**src/hdl/afd_pkg.sv**
```systemverilog
// afd_pkg: widths, codes, configuration and queue-entry types for the
// aspect-fit destination rectangle block. No dependencies.
package afd_pkg;

  localparam int SIZE_BITS = 14;
  localparam int FRAC_BITS = 8;

  localparam int PROD_W = 2 * SIZE_BITS;
  localparam int NUM_W  = PROD_W + FRAC_BITS;
  localparam int SIDE_W = SIZE_BITS + FRAC_BITS;
  localparam int DIFF_W = NUM_W + 2;

  localparam int EXP_POS_W  = 24;
  localparam int EXP_SIZE_W = 23;
  localparam int DWH_W      = (SIDE_W > EXP_SIZE_W) ? SIDE_W : EXP_SIZE_W;

  localparam int OUT_POS_W  = 32;
  localparam int OUT_SIZE_W = 31;

  localparam int IN_DATA_W  = ((2 * SIZE_BITS + 7) / 8) * 8;
  localparam int OUT_RAW_W  = 2 * OUT_POS_W + 2 * OUT_SIZE_W;
  localparam int OUT_DATA_W = ((OUT_RAW_W + 7) / 8) * 8;

  localparam int CFG_IDX_W  = 3;
  localparam int CFG_DATA_W = 24;

  localparam int FIFO_DEPTH = 4;

  // fit mode codes; codes above FIT_SOURCE act as FIT_SOURCE
  localparam logic [2:0] FIT_STRETCH = 3'd0;
  localparam logic [2:0] FIT_COVER   = 3'd1;
  localparam logic [2:0] FIT_FILL    = 3'd2;
  localparam logic [2:0] FIT_CONTAIN = 3'd3;
  localparam logic [2:0] FIT_SOURCE  = 3'd4;

  typedef enum logic [CFG_IDX_W-1:0] {
    REG_IMAGE_WIDTH   = 3'd0,
    REG_IMAGE_HEIGHT  = 3'd1,
    REG_FIT_MODE      = 3'd2,
    REG_USE_EXPLICIT  = 3'd3,
    REG_EXPLICIT_X    = 3'd4,
    REG_EXPLICIT_Y    = 3'd5,
    REG_EXPLICIT_W    = 3'd6,
    REG_EXPLICIT_H    = 3'd7
  } cfg_reg_t;

  typedef struct packed {
    logic [SIZE_BITS-1:0]        image_width;
    logic [SIZE_BITS-1:0]        image_height;
    logic [2:0]                  fit_mode;
    logic                        use_explicit_rect;
    logic signed [EXP_POS_W-1:0] explicit_x;
    logic signed [EXP_POS_W-1:0] explicit_y;
    logic [EXP_SIZE_W-1:0]       explicit_width;
    logic [EXP_SIZE_W-1:0]       explicit_height;
  } cfg_t;

  // One classified query. scale=0: dx/dy/dw/dh are final.
  // scale=1: num/den go through the divider; num becomes the quotient.
  typedef struct packed {
    logic                        scale;
    logic                        use_width;
    logic [SIZE_BITS-1:0]        vw;
    logic [SIZE_BITS-1:0]        vh;
    logic [SIZE_BITS-1:0]        den;
    logic [NUM_W-1:0]            num;
    logic signed [EXP_POS_W-1:0] dx;
    logic signed [EXP_POS_W-1:0] dy;
    logic [DWH_W-1:0]            dw;
    logic [DWH_W-1:0]            dh;
  } item_t;

endpackage

```
**src/hdl/afd_front.sv**
```systemverilog
// afd_front: accepts viewport words, forms the two cross products and
// classifies each query into a queue entry. Depends on afd_pkg.
module afd_front import afd_pkg::*; (
  input  logic                 clk,
  input  logic                 rst,
  input  cfg_t                 cfg,
  input  logic                 s_tvalid,
  output logic                 s_tready,
  input  logic [IN_DATA_W-1:0] s_tdata,   // view_width, view_height
  output logic                 push,
  output item_t                push_item,
  input  logic                 q_full
);

  logic                 a_vld;
  logic [SIZE_BITS-1:0] a_vw;
  logic [SIZE_BITS-1:0] a_vh;
  logic [PROD_W-1:0]    a_pw;   // vw * ih
  logic [PROD_W-1:0]    a_ph;   // vh * iw

  logic [SIZE_BITS-1:0] iw;
  logic [SIZE_BITS-1:0] ih;
  logic [SIZE_BITS-1:0] in_vw;
  logic [SIZE_BITS-1:0] in_vh;
  logic                 is_scale;
  logic                 width_larger;
  logic                 use_width;

  // zero image size acts as one
  assign iw = (cfg.image_width  == '0) ? SIZE_BITS'(1) : cfg.image_width;
  assign ih = (cfg.image_height == '0) ? SIZE_BITS'(1) : cfg.image_height;

  assign in_vw = s_tdata[SIZE_BITS-1:0];
  assign in_vh = s_tdata[2*SIZE_BITS-1:SIZE_BITS];

  assign s_tready = !a_vld || !q_full;
  assign push     = a_vld && !q_full;

  always_ff @(posedge clk) begin
    if (rst) begin
      a_vld <= 1'b0;
    end else if (s_tready) begin
      a_vld <= s_tvalid;
    end
  end

  always_ff @(posedge clk) begin
    if (s_tready) begin
      a_vw <= in_vw;
      a_vh <= in_vh;
      a_pw <= PROD_W'(in_vw) * PROD_W'(ih);
      a_ph <= PROD_W'(in_vh) * PROD_W'(iw);
    end
  end

  assign is_scale = (cfg.fit_mode == FIT_COVER) || (cfg.fit_mode == FIT_FILL) ||
                    (cfg.fit_mode == FIT_CONTAIN);
  assign width_larger = (a_pw >= a_ph);

  always_comb begin
    if (a_pw == a_ph) begin
      use_width = 1'b1;
    end else if (cfg.fit_mode == FIT_CONTAIN) begin
      use_width = !width_larger;
    end else begin
      use_width = width_larger;
    end
  end

  always_comb begin
    push_item           = '0;
    push_item.vw        = a_vw;
    push_item.vh        = a_vh;
    push_item.den       = SIZE_BITS'(1);
    push_item.use_width = use_width;
    if (cfg.use_explicit_rect) begin
      push_item.dx = cfg.explicit_x;
      push_item.dy = cfg.explicit_y;
      push_item.dw = DWH_W'(cfg.explicit_width);
      push_item.dh = DWH_W'(cfg.explicit_height);
    end else if (cfg.fit_mode == FIT_STRETCH) begin
      push_item.dw = DWH_W'(a_vw) << FRAC_BITS;
      push_item.dh = DWH_W'(a_vh) << FRAC_BITS;
    end else if (is_scale) begin
      push_item.scale = 1'b1;
      push_item.num   = NUM_W'(use_width ? a_pw : a_ph) << FRAC_BITS;
      push_item.den   = use_width ? iw : ih;
    end else begin
      push_item.dx = cfg.explicit_x;
      push_item.dy = cfg.explicit_y;
      push_item.dw = DWH_W'(iw) << FRAC_BITS;
      push_item.dh = DWH_W'(ih) << FRAC_BITS;
    end
  end

endmodule

```
**config.mk**
```make
export PLATFORM = sky130hd
export DESIGN_NAME = afd_front
export DESIGN_NICKNAME = d
export VERILOG_FILES = /design/src/hdl/afd_pkg.sv /design/src/hdl/afd_front.sv
export SDC_FILE = /design/constraint.sdc
export NUM_CORES = 1
export LEC_CHECK = 0
export BUFFER_PORTS_ARGS = -buffer_cell sky130_fd_sc_hd__buf_4
export CORE_MARGIN = 4
export CORE_UTILIZATION = 60
export CTS_CLUSTER_SIZE = 20
export DETAILED_ROUTE_END_ITERATION = 16
export PLACE_DENSITY_LB_ADDON = 0.15
export SLEW_MARGIN = 25
export SYNTH_ARGS = -nofsm -noshare
export SYNTH_HDL_FRONTEND = slang
export SYNTH_SLANG_ARGS = --single-unit
```
**constraint.sdc**
```tcl
create_clock -name clk -period 16.4 [get_ports clk]
set_input_delay 1.64 -clock clk [delete_from_list [all_inputs] [get_ports clk]]
set_output_delay 1.64 -clock clk [all_outputs]
set_load 0.05 [all_outputs]
```
# After elaboration in Yosys (flattened, before gate mapping)
# Index checks and enable logic that the tools add are counted.
[totals] register_bits=85 in_bits=162 out_inout_bits=176 word_cells=37
[classes] multipliers=2 n_lt_le_gt_ge=1 eq_ne=4 mux=15 reduce_logical=10
[op_table] op="$mux 94" n=2
[op_table] op="$mux 50" n=2
[op_table] op="$mux 98" n=1
[op_table] op="$mul 14x14->28" n=2
[op_table] op="$mux 46" n=1
[op_table] op="$mux 14" n=3
[op_table] op="$eq 28x28->1" n=1
[op_table] op="$ge 28x28->1" n=1
[op_table] op="$logic_not 14->1" n=2
[op_table] op="$mux 28" n=1
[op_table] op="$eq 3x2->1 const B" n=2
[op_table] op="$mux 1" n=5
[op_table] op="$eq 3x1->1 const B" n=1
[op_table] op="$logic_not 1->1" n=3
[op_table] op="$logic_not 3->1" n=1
[op_table] op="$logic_or 1x1->1" n=3
[op_table] op="$logic_and 1x1->1" n=1

# Logic depth before layout (Yosys ltp)
[depth] ltp_word=8 ltp_mapped=23 mapped_depth_nobuf=21

# Worst setup path before layout
# Ideal clock, no wire load.
[synth_timing] path_type="input -> register" start="in cfg[117] (netlist bit)" end="reg a_ph[24], data pin" setup_time_ns=0.262 t_arrival_ns=6.821 t_required_ns=16.138 setup_slack_ns=9.316 stages=21 n_path_buf=3 cell_sequence="clkbuf_1 -> clkbuf_1 -> nand2_1 -> fa_1 -> fa_1 -> inv_1 -> fa_1 -> fa_1 -> fa_1 -> inv_1 -> fa_1 -> inv_1 -> ha_1 -> clkbuf_1 -> a21o_1 -> a21o_1 -> a21o_1 -> a211o_1 -> o21ai_0 -> a21oi_1 -> xor2_1"
[synth_via] elab_chain_cells=3
[synth_lines] item="from (decl)" line="afd_front.sv:6" rtl="input cfg_t cfg,"
[synth_lines] item="$logic_not 14->1" line="afd_front.sv:30" rtl="assign iw = (cfg.image_width == '0) ? SIZE_BITS'(1) : cfg.image_width;"
[synth_lines] item="$mux 14 *" line="afd_front.sv:30"
[synth_lines] item="$mul 14x14->28 *" line="afd_front.sv:52" rtl="a_ph <= PROD_W'(in_vh) * PROD_W'(iw);"
[synth_lines] item="to (signal assigned)" line="afd_front.sv:52"
[synth_lines] item="to (decl)" line="afd_front.sv:19" rtl="logic [PROD_W-1:0] a_ph;"
# Every way passes the cells marked *; elsewhere a longest branch is shown, timed or not.
# A chain may end at the register's enable or synchronous reset.

# Final worst setup path
[layout_timing] start="in cfg[114] (netlist bit)" end="reg a_ph[22], data pin"
# The elaborated chain is that of the path after synthesis.

==> impl_results.md <==
* Status: finished, final reports clean
* CP Cell Sequence: buf_4, and2_1, fa_1, inv_1, fa_1, inv_1, fa_1, inv_1, fa_1, inv_1, fa_1, inv_1, fa_1, inv_1, ha_1, a21o_1, a21oi_1, o211ai_1, o31ai_1, o21ai_0, a21boi_0, xnor2_1
* CP max-delay cell: o31ai_1
* Cts hold-fix bufs at 0
* Pleak at 0.0111 uW
* Iteration count of the initial detailed-routing pass at 6
* Vias at 16127
* Setup_tns at 0 ns
* Die area at 0.0340 mm2
* Die Wd at 184 um
* Layout cell share with drive strength beyond 1 at 15.3%
* Site row count at 64
* Gr ovfl total at 0
* Switching portion of total power at 53.1%
* Combinational Power Share at 83.8%
* Initial antenna violation count at 2
* CTS Buf Count at 9
* Commonest non-fill, non-tap cell in the layout: inv_1
* Placer Congestion at 0.936
* Top_reg_cell synth: edfxtp_1
* Post-synthesis register bit count at 85
* Max stage delay on crit path at 0.65 ns
* Worst hold slack at 0.587 ns
* # port buffers at 325
* Max-cap violations at 0
* Internal at 2160 uW
* Critical path peak fanout at 17
* # DRC at 0
* Pins Over Slew Limit at 0
* Initial Util at 60.9%
* Final hold vios at 0
* Insertion delay to the later sink of the worst-skew pair at 0.37 ns
* Slew @ Worst Pin at 0.911 ns
* Final ANT Viol Nets at 0
* YS warnings at 0
* Tot GR Track Use at 33.2%
* Fmax achieved at 136 MHz
* EDFF count, synth at 84
* Max transition margin at 39.3%
* Initial DRC Count at 1276
* Class of the worst hold path: reg2reg
* Post-CTS sizing at 0
* Wirelength per Cell at 20.4 um
* Distinct cells, synth at 65
* Setup crit start kind: input port
* Clock Tree Buf Depth at 2
* RSZ-0062 raised after global routing: no
* Post-synthesis sequential area ratio at 13.6%
* Drt total wl at 56100 um
* Commonest cells after routing, fill and taps aside: 373 x inv_1, 332 x buf_4, 282 x fa_1
* CTS sink count at 85
* Global-route wire length before repair at 88400 um
* Setup crit end kind: flop
* Clock Skew at 0.0177 ns
* Pwr Density at 213 mW/mm2
* CP Buf/Inv Count at 7
* # fillers at 2441
* Max VDD drop at 0.000260 V
* Die Ht at 184 um
* Pin count of the biggest net entering global routing at 76
* CP Data Required Time at 16.52 ns
* Tcrit/Tclk final at 44.9%
* Cell family with most CP delay: adder cells
* Vias in the first global route at 16943
* Synth-to-Final Area Change at 15.5%
* CTS H-tree lvls at 3
* # nets final at 3003
* Ys async rst share at 0%
* Clk slew on worst S/H paths at 0.08 ns
* Post-CTS Setup Bufs at 0
* Mapped Cells at 2115
* Final min period at 7.36 ns
* Setup CP Type: in2reg
* Dpl hpwl at 43300 um
* Mapped Area at 0.0187 mm2
* Non-filler cells, final at 2748
* Final setup viols at 0
* Reg power frac at 11.1%
* Num ports at 338
* Clock power frac at 5.1%
* Arrival time at the worst endpoint at 7.48 ns
* CTS tree: done
* Cell count after placement at 2732
* Vias/cell at 5.87
* P_sw at 2440 uW
* Syn Area/Cell at 8.83 um2
* CORE AREA at 0.0307 mm2
* CTS root buf: clkbuf_16
## stage by stage
step	total power, uW	instance area [um2]	util [%]	worst slack, ns
after detailed placement	4300	21300	69.3	8.76
final	4600	21600	70.3	9.04
after global routing	5060	21600	70.3	8.79
after floorplan	3420	18700	-	9.32
after CTS	4560	21600	70.3	9.12
after global placement	4200	21200	69.2	8.76
## cell type report
cell class,instances,area [um2],share of cell area [%]
Antenna cell,1,2.50,0.0116
Clock buffer,9,225,1.04
Clock inverter,6,88.8,0.412
Inverter,373,1400,6.49
Multi-Input combinational cell,1545,14300,66.3
Sequential cell,85,2540,11.8
Tap cell,396,495,2.30
Timing Repair Buffer,333,2520,11.7
## tightest hold or removal path, cell delays in order (launching register included)
cell and delay [ns]:
dfxtp_1 0.35, a21oi_1 0.15, nor2_1 0.05
## metal layers
layer	vias to the layer above	routed length, um	part of all wire (%)	global-route usage (%)
li1	7200	-	-	-
met1	7946	21000	37	41.6
met2	828	27100	48	57.4
met3	151	4920	8.8	4.78
met4	2	3050	5.4	15.1
met5	-	12	0.021	0
## cells in the mapped netlist (13+ instances only)
library cell | instances | share of area (%)
inv_1 | 373 | 7.5
fa_1 | 282 | 30
nand2_1 | 244 | 4.9
and2_1 | 223 | 7.5
ha_1 | 212 | 14
clkbuf_1 | 97 | 1.9
a21oi_1 | 93 | 2.5
edfxtp_1 | 84 | 14
o21ai_0 | 59 | 1.6
nor2b_1 | 57 | 1.9
nand3_1 | 52 | 1.4
o21ai_1 | 41 | 1.1
xnor2_1 | 35 | 1.6
nor2_1 | 32 | 0.64
a21o_1 | 28 | 1.1
a22oi_1 | 28 | 1.1
nand4_1 | 15 | 0.50
xor2_1 | 13 | 0.61
## logic make-up (layout without fill, tap and decap cells)
logic type                 Yosys count  count (layout)  synth area share [%]
AOI/OAI and AO/OA                  324             324                  10.8
and+or+nand+nor                    669             669                  18.5
xor gates and xnor gates            48              48                  2.25
muxes                                2               2                 0.107
adders and majority gates          494             494                  44.4
DFF                                 85              85                  13.6
buffers and inverters              492             721                  10.3
other                                1               9                0.0201
## final timing paths
check | startpoint | end | slack [ns] | cells after the start
worst max-delay path | cfg[114] | a_ph[22] | 9.04 | 22
worst min-delay path | a_vld | a_vld | 0.59 | 2
worst max register to register | a_vld | a_vh[0] | 14.53 | 2
worst min register to register | a_vld | a_vld | 0.59 | 2
## registers in the layout (all words and copies together), names as in the netlist
register and flops:
a_vh 14, a_ph 28, a_pw 28, a_vw 14, a_vld 1
## power by group through the flow
stage / logic (uW) / registers, uW / clock network, uW
floorplan: 2900 / 515 / 0
global placement: 3680 / 515 / 0
detailed placement: 3790 / 516 / 0
CTS: 3820 / 512 / 233
global route: 4300 / 518 / 243
finish: 3850 / 512 / 233
Note: power is estimated with default switching activity, not from simulation.
