===== src/hdl/afd_pkg.sv =====
// afd_pkg: widths, codes, configuration and queue-entry types for the
// aspect-fit destination rectangle block. No dependencies.
package afd_pkg;

  localparam int SIZE_BITS = 14;
  localparam int FRAC_BITS = 8;

  localparam int PROD_W = 2 * SIZE_BITS;
  localparam int NUM_W  = PROD_W + FRAC_BITS;
  localparam int SIDE_W = SIZE_BITS + FRAC_BITS;
  localparam int DIFF_W = NUM_W + 2;

  localparam int EXP_POS_W  = 24;
  localparam int EXP_SIZE_W = 23;
  localparam int DWH_W      = (SIDE_W > EXP_SIZE_W) ? SIDE_W : EXP_SIZE_W;

  localparam int OUT_POS_W  = 32;
  localparam int OUT_SIZE_W = 31;

  localparam int IN_DATA_W  = ((2 * SIZE_BITS + 7) / 8) * 8;
  localparam int OUT_RAW_W  = 2 * OUT_POS_W + 2 * OUT_SIZE_W;
  localparam int OUT_DATA_W = ((OUT_RAW_W + 7) / 8) * 8;

  localparam int CFG_IDX_W  = 3;
  localparam int CFG_DATA_W = 24;

  localparam int FIFO_DEPTH = 4;

  // fit mode codes; codes above FIT_SOURCE act as FIT_SOURCE
  localparam logic [2:0] FIT_STRETCH = 3'd0;
  localparam logic [2:0] FIT_COVER   = 3'd1;
  localparam logic [2:0] FIT_FILL    = 3'd2;
  localparam logic [2:0] FIT_CONTAIN = 3'd3;
  localparam logic [2:0] FIT_SOURCE  = 3'd4;

  typedef enum logic [CFG_IDX_W-1:0] {
    REG_IMAGE_WIDTH   = 3'd0,
    REG_IMAGE_HEIGHT  = 3'd1,
    REG_FIT_MODE      = 3'd2,
    REG_USE_EXPLICIT  = 3'd3,
    REG_EXPLICIT_X    = 3'd4,
    REG_EXPLICIT_Y    = 3'd5,
    REG_EXPLICIT_W    = 3'd6,
    REG_EXPLICIT_H    = 3'd7
  } cfg_reg_t;

  typedef struct packed {
    logic [SIZE_BITS-1:0]        image_width;
    logic [SIZE_BITS-1:0]        image_height;
    logic [2:0]                  fit_mode;
    logic                        use_explicit_rect;
    logic signed [EXP_POS_W-1:0] explicit_x;
    logic signed [EXP_POS_W-1:0] explicit_y;
    logic [EXP_SIZE_W-1:0]       explicit_width;
    logic [EXP_SIZE_W-1:0]       explicit_height;
  } cfg_t;

  // One classified query. scale=0: dx/dy/dw/dh are final.
  // scale=1: num/den go through the divider; num becomes the quotient.
  typedef struct packed {
    logic                        scale;
    logic                        use_width;
    logic [SIZE_BITS-1:0]        vw;
    logic [SIZE_BITS-1:0]        vh;
    logic [SIZE_BITS-1:0]        den;
    logic [NUM_W-1:0]            num;
    logic signed [EXP_POS_W-1:0] dx;
    logic signed [EXP_POS_W-1:0] dy;
    logic [DWH_W-1:0]            dw;
    logic [DWH_W-1:0]            dh;
  } item_t;

endpackage


===== src/hdl/afd_fifo.sv =====
// afd_fifo: short queue of classified queries between front and back.
// Depends on afd_pkg.
module afd_fifo import afd_pkg::*; (
  input  logic  clk,
  input  logic  rst,
  input  logic  push,
  input  item_t push_item,
  output logic  full,
  output logic  head_valid,
  output item_t head,
  input  logic  pop
);

  localparam int PTR_W = $clog2(FIFO_DEPTH);
  localparam int CNT_W = $clog2(FIFO_DEPTH + 1);

  item_t            mem [FIFO_DEPTH];
  logic [PTR_W-1:0] wr_ptr;
  logic [PTR_W-1:0] rd_ptr;
  logic [CNT_W-1:0] count;

  assign full       = (count == CNT_W'(FIFO_DEPTH));
  assign head_valid = (count != '0);
  assign head       = mem[rd_ptr];

  always_ff @(posedge clk) begin
    if (rst) begin
      wr_ptr <= '0;
      rd_ptr <= '0;
      count  <= '0;
    end else begin
      if (push) begin
        wr_ptr <= wr_ptr + PTR_W'(1);
      end
      if (pop) begin
        rd_ptr <= rd_ptr + PTR_W'(1);
      end
      case ({push, pop})
        2'b10:   count <= count + CNT_W'(1);
        2'b01:   count <= count - CNT_W'(1);
        default: count <= count;
      endcase
    end
  end

  always_ff @(posedge clk) begin
    if (push) begin
      mem[wr_ptr] <= push_item;
    end
  end

endmodule


===== config.mk =====
export PLATFORM = sky130hd
export DESIGN_NAME = afd_fifo
export DESIGN_NICKNAME = d
export VERILOG_FILES = /design/src/hdl/afd_pkg.sv /design/src/hdl/afd_fifo.sv
export SDC_FILE = /design/constraint.sdc
export NUM_CORES = 1
export LEC_CHECK = 0
export BUFFER_PORTS_ARGS = -buffer_cell sky130_fd_sc_hd__clkbuf_2
export CORE_MARGIN = 2
export CORE_UTILIZATION = 64
export CTS_BUF_LIST = sky130_fd_sc_hd__clkbuf_4
export CTS_CLUSTER_DIAMETER = 150
export CTS_CLUSTER_SIZE = 28
export DETAILED_ROUTE_END_ITERATION = 10
export PLACE_DENSITY = 0.9
export SLEW_MARGIN = 20
export SYNTH_ARGS = -nofsm -noshare
export SYNTH_HDL_FRONTEND = slang
export SYNTH_SLANG_ARGS = --single-unit
export TNS_END_PERCENT = 20

===== constraint.sdc =====
create_clock -name clk -period 10.9 [get_ports clk]
set_input_delay 1.635 -clock clk [delete_from_list [all_inputs] [get_ports clk]]
set_output_delay 1.635 -clock clk [all_outputs]
set_load 0.05 [all_outputs]

-- Yosys cells after proc, flatten, opt, wreduce, memory -nomap -nowiden
Memory sizes are Yosys's and may differ from the RTL's. A register that Yosys moved wholly into a read port is not among the register bits.
Index checks and enable logic that the tools add are counted.
- bits of input ports: 178
- register bits after elaboration: 7
- memory bits (read-only): 0
- memories: 1
- word-level logic and storage cells: 18
- latch bits: 0
- bits in writable memories: 696
- $mul: 0
- divide/modulo/power cells: 0
- bitwise logic cells: 0
- $add $sub $neg: 4
- $lt $le $gt $ge: 0
- equality and inequality tests: 3
- shift-type cells: 0
- mux-type cells: 5
- reduce and logical (&&, ||, !) cells: 2
- memories (memory ; depth ; width ; rd ports ; clocked after Yosys merged registers in ; wr ports ; line ; text):
    mem ; 4 ; 174 ; 1 ; 1 ; 1 ; afd_fifo.sv:17 ; item_t mem [FIFO_DEPTH];
- operators with widths (operator ; count):
    3-bit case mux with 2 select lines ; 1
    2-bit by 1-bit adder with 2-bit output, second input constant ; 2
    2-bit two-way mux ; 2
    3-bit by 1-bit adder with 3-bit output, second input constant ; 1
    3-bit equality test, second input constant ; 1
    3-bit nonzero test ; 1
    3-bit by 1-bit subtractor with 3-bit output, second input constant ; 1
    2-bit by 1-bit equality test with 1-bit output, second input constant ; 1
    2-bit equality test, second input constant ; 1
    1-bit two-way mux ; 2
    2-bit nonzero test ; 1

-- Logic depth before layout (Yosys ltp)
Gate-level depths: netlist of run 1.
- depth in word-level cells: 3
- gate-level depth with buffers: 7
- mapped depth without buffers: 7

-- Worst setup path after synthesis of run 1
Ideal clock, no wire load.
- kind: input-to-reg
- start point: input port push
- end point: memory mem[0][0] (netlist name), enable pin
- slack: 4.752 ns
- cell stages on the path: 1
- arrival time: 5.593 ns
- buffers on the path: 0
- cell sequence: and2_1
- cells in the longest elaborated chain, start to end: 2
- RTL lines (what ; line ; text):
    start: declaration ; afd_fifo.sv:6 ; input logic push,
    1-bit two-way mux ; afd_fifo.sv:47 ; if (push) begin
    1-bit two-way mux (not written as such) ; afd_fifo.sv:48 ; mem[wr_ptr] <= push_item;
    end: declaration ; afd_fifo.sv:17 ;
Every way passes these cells.

==> out/results.txt, run 1 <==
Status = finished clean
DR vias = 11200
Netlist cell types = 22
Port-buffer cells = 353
Pleak = 9.30 nW
Most common cell after layout, fill and taps aside = edfxtp_1
Layout area overhead = 9.71%
Core Box Area = 39600 µm²
Met3 Use GR = 5.72%
CP endpoint = head[49]
FF-to-FF End = mem[1][79]
Mapped Avg Cell Area = 26.9 µm²
Hold Path Stages = 2
Die H = 204 µm
F_max = 0.174 GHz
Final worst setup slack = 5.16 ns
Post-DP HPWL = 30500 µm
Mux contribution to synthesized area = 15.3%
RSZ-0062 raised after global routing = no
Largest family of logic cells by synthesized area = multiplexers
Worst Path Required = 9.27 ns
Worst EP arrival = 4.11 ns
Peak supply drop = 202 µV
Top cell type by total area after synthesis = edfxtp_1
Routed Antenna Nets = 0
Syn Nets = 1140
Area post-placement = 27800 µm²
Reg2Reg Depth = 3
GRT Residual Overflow = 0
Die area = 41800 µm²
Met2 usage = 37.2%
Vias per inst = 6.04
Adder-cell share of the synthesized area = 0.321%
Final clock skew = 0.0657 ns
Largest net degree at the start of global routing = 75
GRT Max-Usage Layer = met2
Max Slew Vio Count = 0
Relative slew slack = 27.1%
Initial drt markers = 913
Worst-path clk slew = 0.26 ns
Final #Nets = 1499
Die extent in x = 204 µm
Power density cells = 172 nW/µm²
Yosys reg bits = 705
Root Buffer = clkbuf_4
Initial antenna violation count = 9
Reg2Reg Setup Slack = 8.19 ns
Clock buffer depth = 3
Setup WS pre-CTS = 5.74 ns
H-tree lvl count = 1
Crit-path max FO = 49
Worst R2R Start = wr_ptr[0]
Top-area cell type share of the netlist area = 81.4%
# clock sinks = 705
I/O pin count = 354
Post-layout min period = 5.74 ns
Worst Setup End Kind = output port
Synth Warn # = 0
Post-detailed-route wirelength per cell = 25.3 µm
Synth Cell Area = 25700 µm²
Commonest cells after routing, fill and taps aside = edfxtp_1 (696), clkbuf_2 (353), mux4_2 (174), clkbuf_4 (40), buf_4 (13)
TritonCTS buffer count = 29
Global-route wire length before repair = 69900 µm
Vias in the first global route = 11600
Routability cong. = 0.756
Post-Synth XOR/XNOR Area = 0.170%
Share of cells above drive strength 1 = 44.5%
Tcrit/Tclk final = 52.7%
Worst hold-check path type = flip-flop to flip-flop
Setup violations, final = 0
Post-route design area = 28200 µm²
Hold Fails Final Rpt = 0
CTS tree = built
Max Cap Violations = 0
Remaining DRCs = 0
Compound-Gate Fraction of Synth Area = 0.0584%
Synth area leaders = edfxtp_1 (81%), mux4_2 (15%), buf_12 (0.86%)
Slew @ Worst Pin = 1.09 ns
Routing usage on met1 = 31.1%
Total Wirelength = 47000 µm
Crit path launch type = flip-flop
Post-CTS Setup Bufs = 0
Clk_lat worst skew = 0.85 ns
DRT Pass-1 Iters = 5
Site Rows = 73
Initial Utilization = 64.8%
Setup TNS = 0 ns
PostCTS Resize Cnt = 0
Sequential-to-total area share from yosys stat = 82.1%
Post-cts hold buffer count = 0
Synth Instances = 956
Post-Synth Simple-Gate Area = 0.302%
WS Path Type = flip-flop to output port
All-Layer GR Usage = 22.7%
-- per-stage QoR --
step | total power, W | hold WS (ns) | instances | utilization [%]
2_1_floorplan | 0.00388 | 0.462 | 956 | -
5_1_grt | 0.00501 | 0.587 | 1854 | 71.1
6_report | 0.00486 | 0.531 | 1857 | 71.1
4_1_cts | 0.00489 | 0.532 | 1848 | 70.9
3_3_place_gp | 0.00405 | 0.479 | 1807 | 70.1
3_5_place_dp | 0.00408 | 0.503 | 1807 | 70.1
-- state kept, by name (all words and copies together) (netlist names), named ones only --
register,cells
mem,696
count,3
rd_ptr,2
wr_ptr,2
-- report_power, final --
part / internal [W] / switching [W] / total (W)
logic: 0.000246 / 0.000615 / 0.000860
registers: 0.00311 / 0.0000385 / 0.00315
clock network: 0.000170 / 0.000677 / 0.000847
-- metal layers --
layer  vias to the layer above  share of wire, %  wire length [µm]
met5                         -             0.096                45
met2                       483                51             24000
met4                         6               2.3              1090
met3                        70               9.3              4380
met1                      5834                37             17500
li1                       4823                 -                 -
-- area by class of cell --
| type | count | area (µm²) |
|---|---|---|
| flip-flops and latches | 705 | 21100 |
| inverters | 6 | 22.5 |
| multi-input cells | 205 | 4160 |
| clock inverters | 1 | 30.0 |
| well taps | 525 | 657 |
| clock buffers | 40 | 300 |
| repair buffers | 368 | 1910 |
| diodes | 7 | 17.5 |
| fillers | 2226 | 11500 |
-- synth_stat cells --
| library cell | instances |
|---|---|
| dfxtp_1 | 9 |
| buf_8 | 7 |
| inv_1 | 6 |
| a21oi_1 | 2 |
| nand2_1 | 1 |
| and3_1 | 1 |
| xnor2_1 | 2 |
| and2_1 | 4 |
| mux2i_1 | 1 |
| xor2_1 | 3 |
| mux4_2 | 174 |
| buf_4 | 1 |
| buf_6 | 1 |
| ha_1 | 5 |
| fa_1 | 1 |
| clkbuf_1 | 4 |
| nor2_1 | 8 |
| buf_2 | 16 |
| buf_12 | 11 |
| or3_1 | 2 |
| edfxtp_1 | 696 |
| o21ai_0 | 1 |
-- how the worst min path moves through the flow --
| stage | slack, ns | from | to |
|---|---|---|---|
| after floorplan | 0.46 | count[2] | count[2] |
| after global placement | 0.48 | count[2] | count[2] |
| after detailed placement | 0.50 | count[2] | count[2] |
| after CTS | 0.53 | count[2] | count[2] |
| after global routing | 0.59 | count[2] | count[2] |
| final | 0.53 | count[2] | count[2] |
-- kinds of logic after synthesis --
group / after synthesis
simple gates: 16
compound gates: 3
flops: 705
fa+ha+maj: 6
xor+xnor: 5
buf+inv: 46
mux: 175
-- critical path, stage by stage, from the launching register on --
cell      delay, ns
dfxtp_4        0.72
buf_4          0.80
buf_4          0.48
buf_16         0.31
mux4_2         0.58
clkbuf_2       0.26
Note: power is estimated with default switching activity, not from simulation.
==> inputs of run 2 (changes only) <==
--- a/config.mk
+++ b/config.mk
@@ -5,14 +5,15 @@
 export SDC_FILE = /design/constraint.sdc
 export NUM_CORES = 1
 export LEC_CHECK = 0
+export ABC_AREA = 1
 export BUFFER_PORTS_ARGS = -buffer_cell sky130_fd_sc_hd__clkbuf_2
 export CORE_MARGIN = 2
-export CORE_UTILIZATION = 64
+export CORE_UTILIZATION = 54
 export CTS_BUF_LIST = sky130_fd_sc_hd__clkbuf_4
 export CTS_CLUSTER_DIAMETER = 150
 export CTS_CLUSTER_SIZE = 28
 export DETAILED_ROUTE_END_ITERATION = 10
-export PLACE_DENSITY = 0.9
+export PLACE_DENSITY = 0.81
 export SLEW_MARGIN = 20
 export SYNTH_ARGS = -nofsm -noshare
 export SYNTH_HDL_FRONTEND = slang
==> constraint.sdc (replaced) <==
create_clock -name clk -period 4.7 [get_ports clk]
set_input_delay 0.705 -clock clk [delete_from_list [all_inputs] [get_ports clk]]
set_output_delay 0.705 -clock clk [all_outputs]
set_load 0.05 [all_outputs]
==> run 2 against run 1 <==
  * Design area increased by 8.1%
  * Routed wire length grew 27%
  * Synthesized cell count up 82%
==> out/results.txt, run 2 <==
Vias per inst = 5.84
Tcrit/Tclk final = 85.4%
Port-buffer cells = 353
Synth Cell Area = 26200 µm²
Adder-cell share of the synthesized area = 0.315%
Final clock skew = 0.0865 ns
Largest Register = mem
Dpl cells = 2617
DRT Pass-1 Iters = 6
Netlist cell types = 20
Number of synthesized flops with an enable pin = 696
Relative slew slack = 35.4%
Post-detailed-route wirelength per cell = 21.0 µm
Die extent in x = 224 µm
# clock sinks = 705
Routability cong. = 0.798
Site Rows = 80
WS Path Type = flip-flop to output port
Most common library cells after synthesis = edfxtp_1 (696), nor2_1 (351), o21ai_0 (306)
Worst Path Required = 3.99 ns
Setup violations, final = 0
Most common cell after layout, fill and taps aside = edfxtp_1
Compound-Gate Fraction of Synth Area = 11.0%
Total Wirelength = 59800 µm
Share of cells above drive strength 1 = 19.2%
Clk_lat worst skew = 0.93 ns
Mux contribution to synthesized area = 0%
Routed Antenna Nets = 0
Pleak = 10.6 nW
Max Slew Vio Count = 0
Yosys reg bits = 705
Sequential-to-total area share from yosys stat = 80.4%
F_max = 0.249 GHz
DR vias = 16600
Layout area overhead = 16.3%
Final worst setup slack = 0.686 ns
Post-Synth Simple-Gate Area = 5.24%
Crit path launch type = flip-flop
Clock buffer depth = 3
Post-route design area = 30500 µm²
Max FFs per register = 696
Worst R2R Start = wr_ptr[0]
Die area = 50300 µm²
Peak supply drop = 375 µV
Worst-path clk slew = 0.26 ns
Core Box Area = 47800 µm²
Post-layout min period = 4.01 ns
Multi-input gate area = 4340 µm²
Post-CTS Setup Bufs = 0
Final Util = 63.7%
PostCTS Resize Cnt = 0
RSZ-0062 raised after global routing = no
# fillers = 3245
Setup WS pre-CTS = 1.69 ns
Area post-placement = 28400 µm²
H-tree lvl count = 1
Root Buffer = clkbuf_4
Initial Utilization = 54.8%
Post-DP HPWL = 32600 µm
Crit-path max FO = 81
Synth Instances = 1741
Mapped Avg Cell Area = 15.1 µm²
Worst Setup End Kind = output port
Largest net degree at the start of global routing = 182
Top-area cell type share of the netlist area = 79.7%
Most frequent cell after synthesis = edfxtp_1
Top Registers = mem (696), count (3)
Final cell count without fillers = 2843
Hold Fails Final Rpt = 0
Worst EP arrival = 3.31 ns
Post-Synth XOR/XNOR Area = 0%
Remaining DRCs = 0
Setup TNS = 0 ns
Synth area leaders = edfxtp_1 (80%), o21ai_0 (5.8%), nor2_1 (5.0%)
Initial antenna violation count = 8
Max Cap Violations = 0
CTS tree = built
Synth Flop Type = edfxtp_1
Reg area = 21100 µm²
Power density cells = 372 nW/µm²
Final #Nets = 2391
Syn Nets = 1925
Hold path start = rst
Vias in the first global route = 16600
Commonest cells after routing, fill and taps aside = edfxtp_1 (696), clkbuf_2 (353), nor2_1 (351), o21ai_0 (306)
Worst hold-check path type = input port to flip-flop
Slew @ Worst Pin = 0.969 ns
Top cell type by total area after synthesis = edfxtp_1
Initial drt markers = 1805
Die H = 224 µm
All-Layer GR Usage = 23.0%
Status = finished clean
FFs w/ async S/R, synth = 0%
GRT Residual Overflow = 0
I/O pin count = 354
Largest family of logic cells by synthesized area = compound AO/OA/AOI/OAI gates
TritonCTS buffer count = 29
Global-route wire length before repair = 90200 µm
Synth Warn # = 0
[run 2: changes by cell type in the layout (fill, tap and decap cells not counted), moves of 6 or more]
cell	change
inv_1	+6
buf_12	+10
o22ai_1	+174
mux4_2	-174
o21ai_1	+48
nor2_1	+343
dlygate4sd3_1	+174
o21ai_0	+305
nand2_1	+8
[run 2: final timing paths]
path	depth (start not counted)	to	slack [ns]
max	6	head[78]	0.69
min	4	count[2]	0.08
max reg2reg	5	mem[2][80]	2.35
min reg2reg	1	flip-flop	0.45
[run 2: cells by family (layout without fill, tap and decap cells)]
logic type / after synthesis / count (layout)
adder cells (fa/ha/maj): 6 / 6
other: 0 / 9
flip-flops: 705 / 705
AND/OR/NAND/NOR: 364 / 364
AO/OA/AOI/OAI: 533 / 533
buffers and inverters: 133 / 611
[run 2: what timing repair did]
| action | in CTS | in global routing |
|---|---|---|
| hold buffers | 174 | 0 |
| endpoints found under the hold margin | 696 | 0 |
| endpoints found under the setup margin | 0 | 0 |
[run 2: critical path, cell delays in order (launching register included)]
cell and delay, ns:
dfxtp_4 0.59, inv_4 0.39, buf_12 0.34, buf_4 0.32
o21ai_0 0.17, o22ai_1 0.21, clkbuf_2 0.32
[run 2: power by group]
part	switching [W]	leakage (nW)	internal, W
Clock	0.00167	0.204	0.000404
Combinational	0.00153	3.89	0.000478
Sequential	0.0000669	6.47	0.00718
[run 2: metrics by stage]
step / power, W / hold slack [ns]
after floorplan: 0.00874 / 0.412
after global placement: 0.00920 / 0.410
after detailed placement: 0.00926 / 0.416
after CTS: 0.0113 / 0.00832
after global routing: 0.0117 / 0.0364
final: 0.0113 / 0.0804
[run 2: per-layer routing]
layer	share of wire [%]	wire length [µm]	track usage [%]
met2	51	30600	40.7
met1	38	22900	28.5
met5	0	0	0
met3	6.8	4040	3.79
met4	3.8	2250	9.02
[run 2: layout make-up]
class | instances | share of cell area (%)
antenna | 9 | 0.0739
clock buffer | 41 | 1.01
clock inverter | 2 | 0.111
inverter | 18 | 0.320
multi-input combinational | 903 | 14.2
sequential | 705 | 69.2
tap | 615 | 2.52
timing repair buffer | 550 | 12.5
==> inputs of run 3 (changes only) <==
--- a/config.mk
+++ b/config.mk
@@ -7,13 +7,14 @@
 export LEC_CHECK = 0
 export ABC_AREA = 1
 export BUFFER_PORTS_ARGS = -buffer_cell sky130_fd_sc_hd__clkbuf_2
+export CORE_ASPECT_RATIO = 2
 export CORE_MARGIN = 2
 export CORE_UTILIZATION = 54
 export CTS_BUF_LIST = sky130_fd_sc_hd__clkbuf_4
 export CTS_CLUSTER_DIAMETER = 150
 export CTS_CLUSTER_SIZE = 28
 export DETAILED_ROUTE_END_ITERATION = 10
-export PLACE_DENSITY = 0.81
+export PLACE_DENSITY = 0.83
 export SLEW_MARGIN = 20
 export SYNTH_ARGS = -nofsm -noshare
 export SYNTH_HDL_FRONTEND = slang
==> run 3 against run 2 <==
  * Combinational power about the same
  * Clock power about the same
  * Setup slack improved by 0.045 ns
  * Worst hold slack improved by 0.032 ns
  * Register-to-register slack improved by 0.08 ns
  * Cell count increased by 0.74%
  * Critical path type unchanged
  * Largest cell class unchanged
==> out/results.txt, run 3 (synthesized netlist as in run 2, its figures left out) <==
Reg2Reg Depth = 5
PostCTS Resize Cnt = 0
# fillers = 3261
Max Cap Violations = 0
Global-route wire length before repair = 91200 µm
Die H = 316 µm
Clk_lat worst skew = 0.90 ns
Post-detailed-route wirelength per cell = 20.9 µm
Worst Setup End Kind = output port
Layout area overhead = 16.5%
Die extent in x = 160 µm
Pleak = 10.6 nW
All-Layer GR Usage = 23.0%
Max Slew Vio Count = 0
Reg power frac = 64.1%
Commonest cells after routing, fill and taps aside = edfxtp_1 (696), clkbuf_2 (353), nor2_1 (351), o21ai_0 (306), dlygate4sd3_1 (175)
Crit path max-delay family = buffers and inverters
Most common cell after layout, fill and taps aside = edfxtp_1
Final Util = 63.5%
Hold Fails Final Rpt = 0
Initial drt markers = 2026
Root Buffer = clkbuf_4
Worst-path clk slew = 0.28 ns
Net Sw Frac = 28.7%
Initial Utilization = 54.5%
# clock sinks = 705
Tcrit/Tclk final = 84.4%
DRT Pass-1 Iters = 6
TritonCTS buffer count = 29
Worst EP arrival = 3.26 ns
Share of cells above drive strength 1 = 19.2%
Post-cts hold buffer count = 175
Remaining DRCs = 0
Post-DP HPWL = 32700 µm
I/O pin count = 354
Comb power frac = 17.9%
Site Rows = 114
Final #Nets = 2393
Worst Path Required = 3.99 ns
DR vias = 16600
Port-buffer cells = 353
Internal Power = 0.00806 W
CTS tree = built
Relative slew slack = 38.2%
Hold Path Stages = 4
Final clock skew = 0.0837 ns
Buf+Inv Stages, Crit Path = 3
Routed Antenna Nets = 0
Largest net degree at the start of global routing = 187
Vias in the first global route = 16400
Largest Register = mem
Setup TNS = 0 ns
Post-CTS Setup Bufs = 0
H-tree lvl count = 1
Clock buffer depth = 3
Crit-path max cell delay = 0.45 ns
Final cell count without fillers = 2864
Net switching power = 0.00325 W
Worst hold-check path type = input port to flip-flop
Power density cells = 370 nW/µm²
Peak supply drop = 397 µV
Crit-path cells = inv_8 > buf_4 > o21ai_0 > o22ai_1 > clkbuf_2
F_max = 0.252 GHz
Slowest cell on the critical path = dfxtp_4
Reg2Reg Setup Slack = 2.43 ns
Worst R2R Start = wr_ptr[0]
GRT Residual Overflow = 0
Max FFs per register = 696
Status = finished clean
Top Registers = mem (696), count (3)
Dpl cells = 2641
Slew @ Worst Pin = 0.927 ns
Clock Power Share = 18.0%
Core Box Area = 48100 µm²
Vias per inst = 5.79
Routability cong. = 0.765
Crit-path max FO = 119
RSZ-0062 raised after global routing = no
Hold path start = pop
Post-layout min period = 3.97 ns
Setup violations, final = 0
WS Path Type = flip-flop to output port
Die area = 50400 µm²
Total Wirelength = 59800 µm
FF-to-FF End = mem[2][129]
Crit path launch type = flip-flop
Initial antenna violation count = 7
==> run 3: worst max-delay path by stage <==
stage	start	endpoint	slack, ns	cells after the start
after global placement	flip-flop	head[35]	2.04	5
after global routing	flip-flop	head[8]	0.52	5
after detailed placement	flip-flop	head[113]	2.03	5
after CTS	flip-flop	head[113]	0.92	5
final	flip-flop	head[8]	0.73	5
after floorplan	push	mem[2][0]	0.09	2
==> run 3: cell type report <==
| type | count | area [µm²] | area share (%) |
|---|---|---|---|
| multi-input combinational | 903 | 4340 | 14.2 |
| sequential | 705 | 21100 | 69.1 |
| tap | 638 | 798 | 2.62 |
| timing repair buffer | 552 | 3850 | 12.6 |
| antenna | 7 | 17.5 | 0.0574 |
| clock buffer | 40 | 300 | 0.984 |
| clock inverter | 1 | 30.0 | 0.0984 |
| inverter | 18 | 97.6 | 0.320 |
==> run 3: stage by stage <==
stage / setup slack [ns] / hold slack, ns / total power [W] / cell area [µm²]
after global routing: 0.522 / 0.0857 / 0.0117 / 30500
after global placement: 2.04 / 0.417 / 0.00920 / 28400
after CTS: 0.923 / 0.00557 / 0.0113 / 30500
final: 0.731 / 0.113 / 0.0113 / 30500
after floorplan: 0.0917 / 0.412 / 0.00874 / 26200
after detailed placement: 2.03 / 0.436 / 0.00925 / 28400
==> run 3: routing by layer <==
metal	GRT usage [%]	up-vias	wire length, µm
li1	-	7504	-
met1	29.1	8118	22200
met2	40.5	887	30500
met3	5.65	75	6110
met4	5.43	6	956
met5	0	-	41
==> run 3: power by group through the flow <==
stage	clock [W]	sequential [W]	combinational [W]
finish	0.00204	0.00724	0.00202
global route	0.00227	0.00727	0.00214
CTS	0.00208	0.00724	0.00200
detailed placement	0	0.00738	0.00187
global placement	0	0.00737	0.00183
floorplan	0	0.00740	0.00134
==> run 3: worst min-delay path, delay by kind of cell <==
family	cells	cell delay, ns
buffers and inverters	2	0.21
and+or+nand+nor	2	0.10
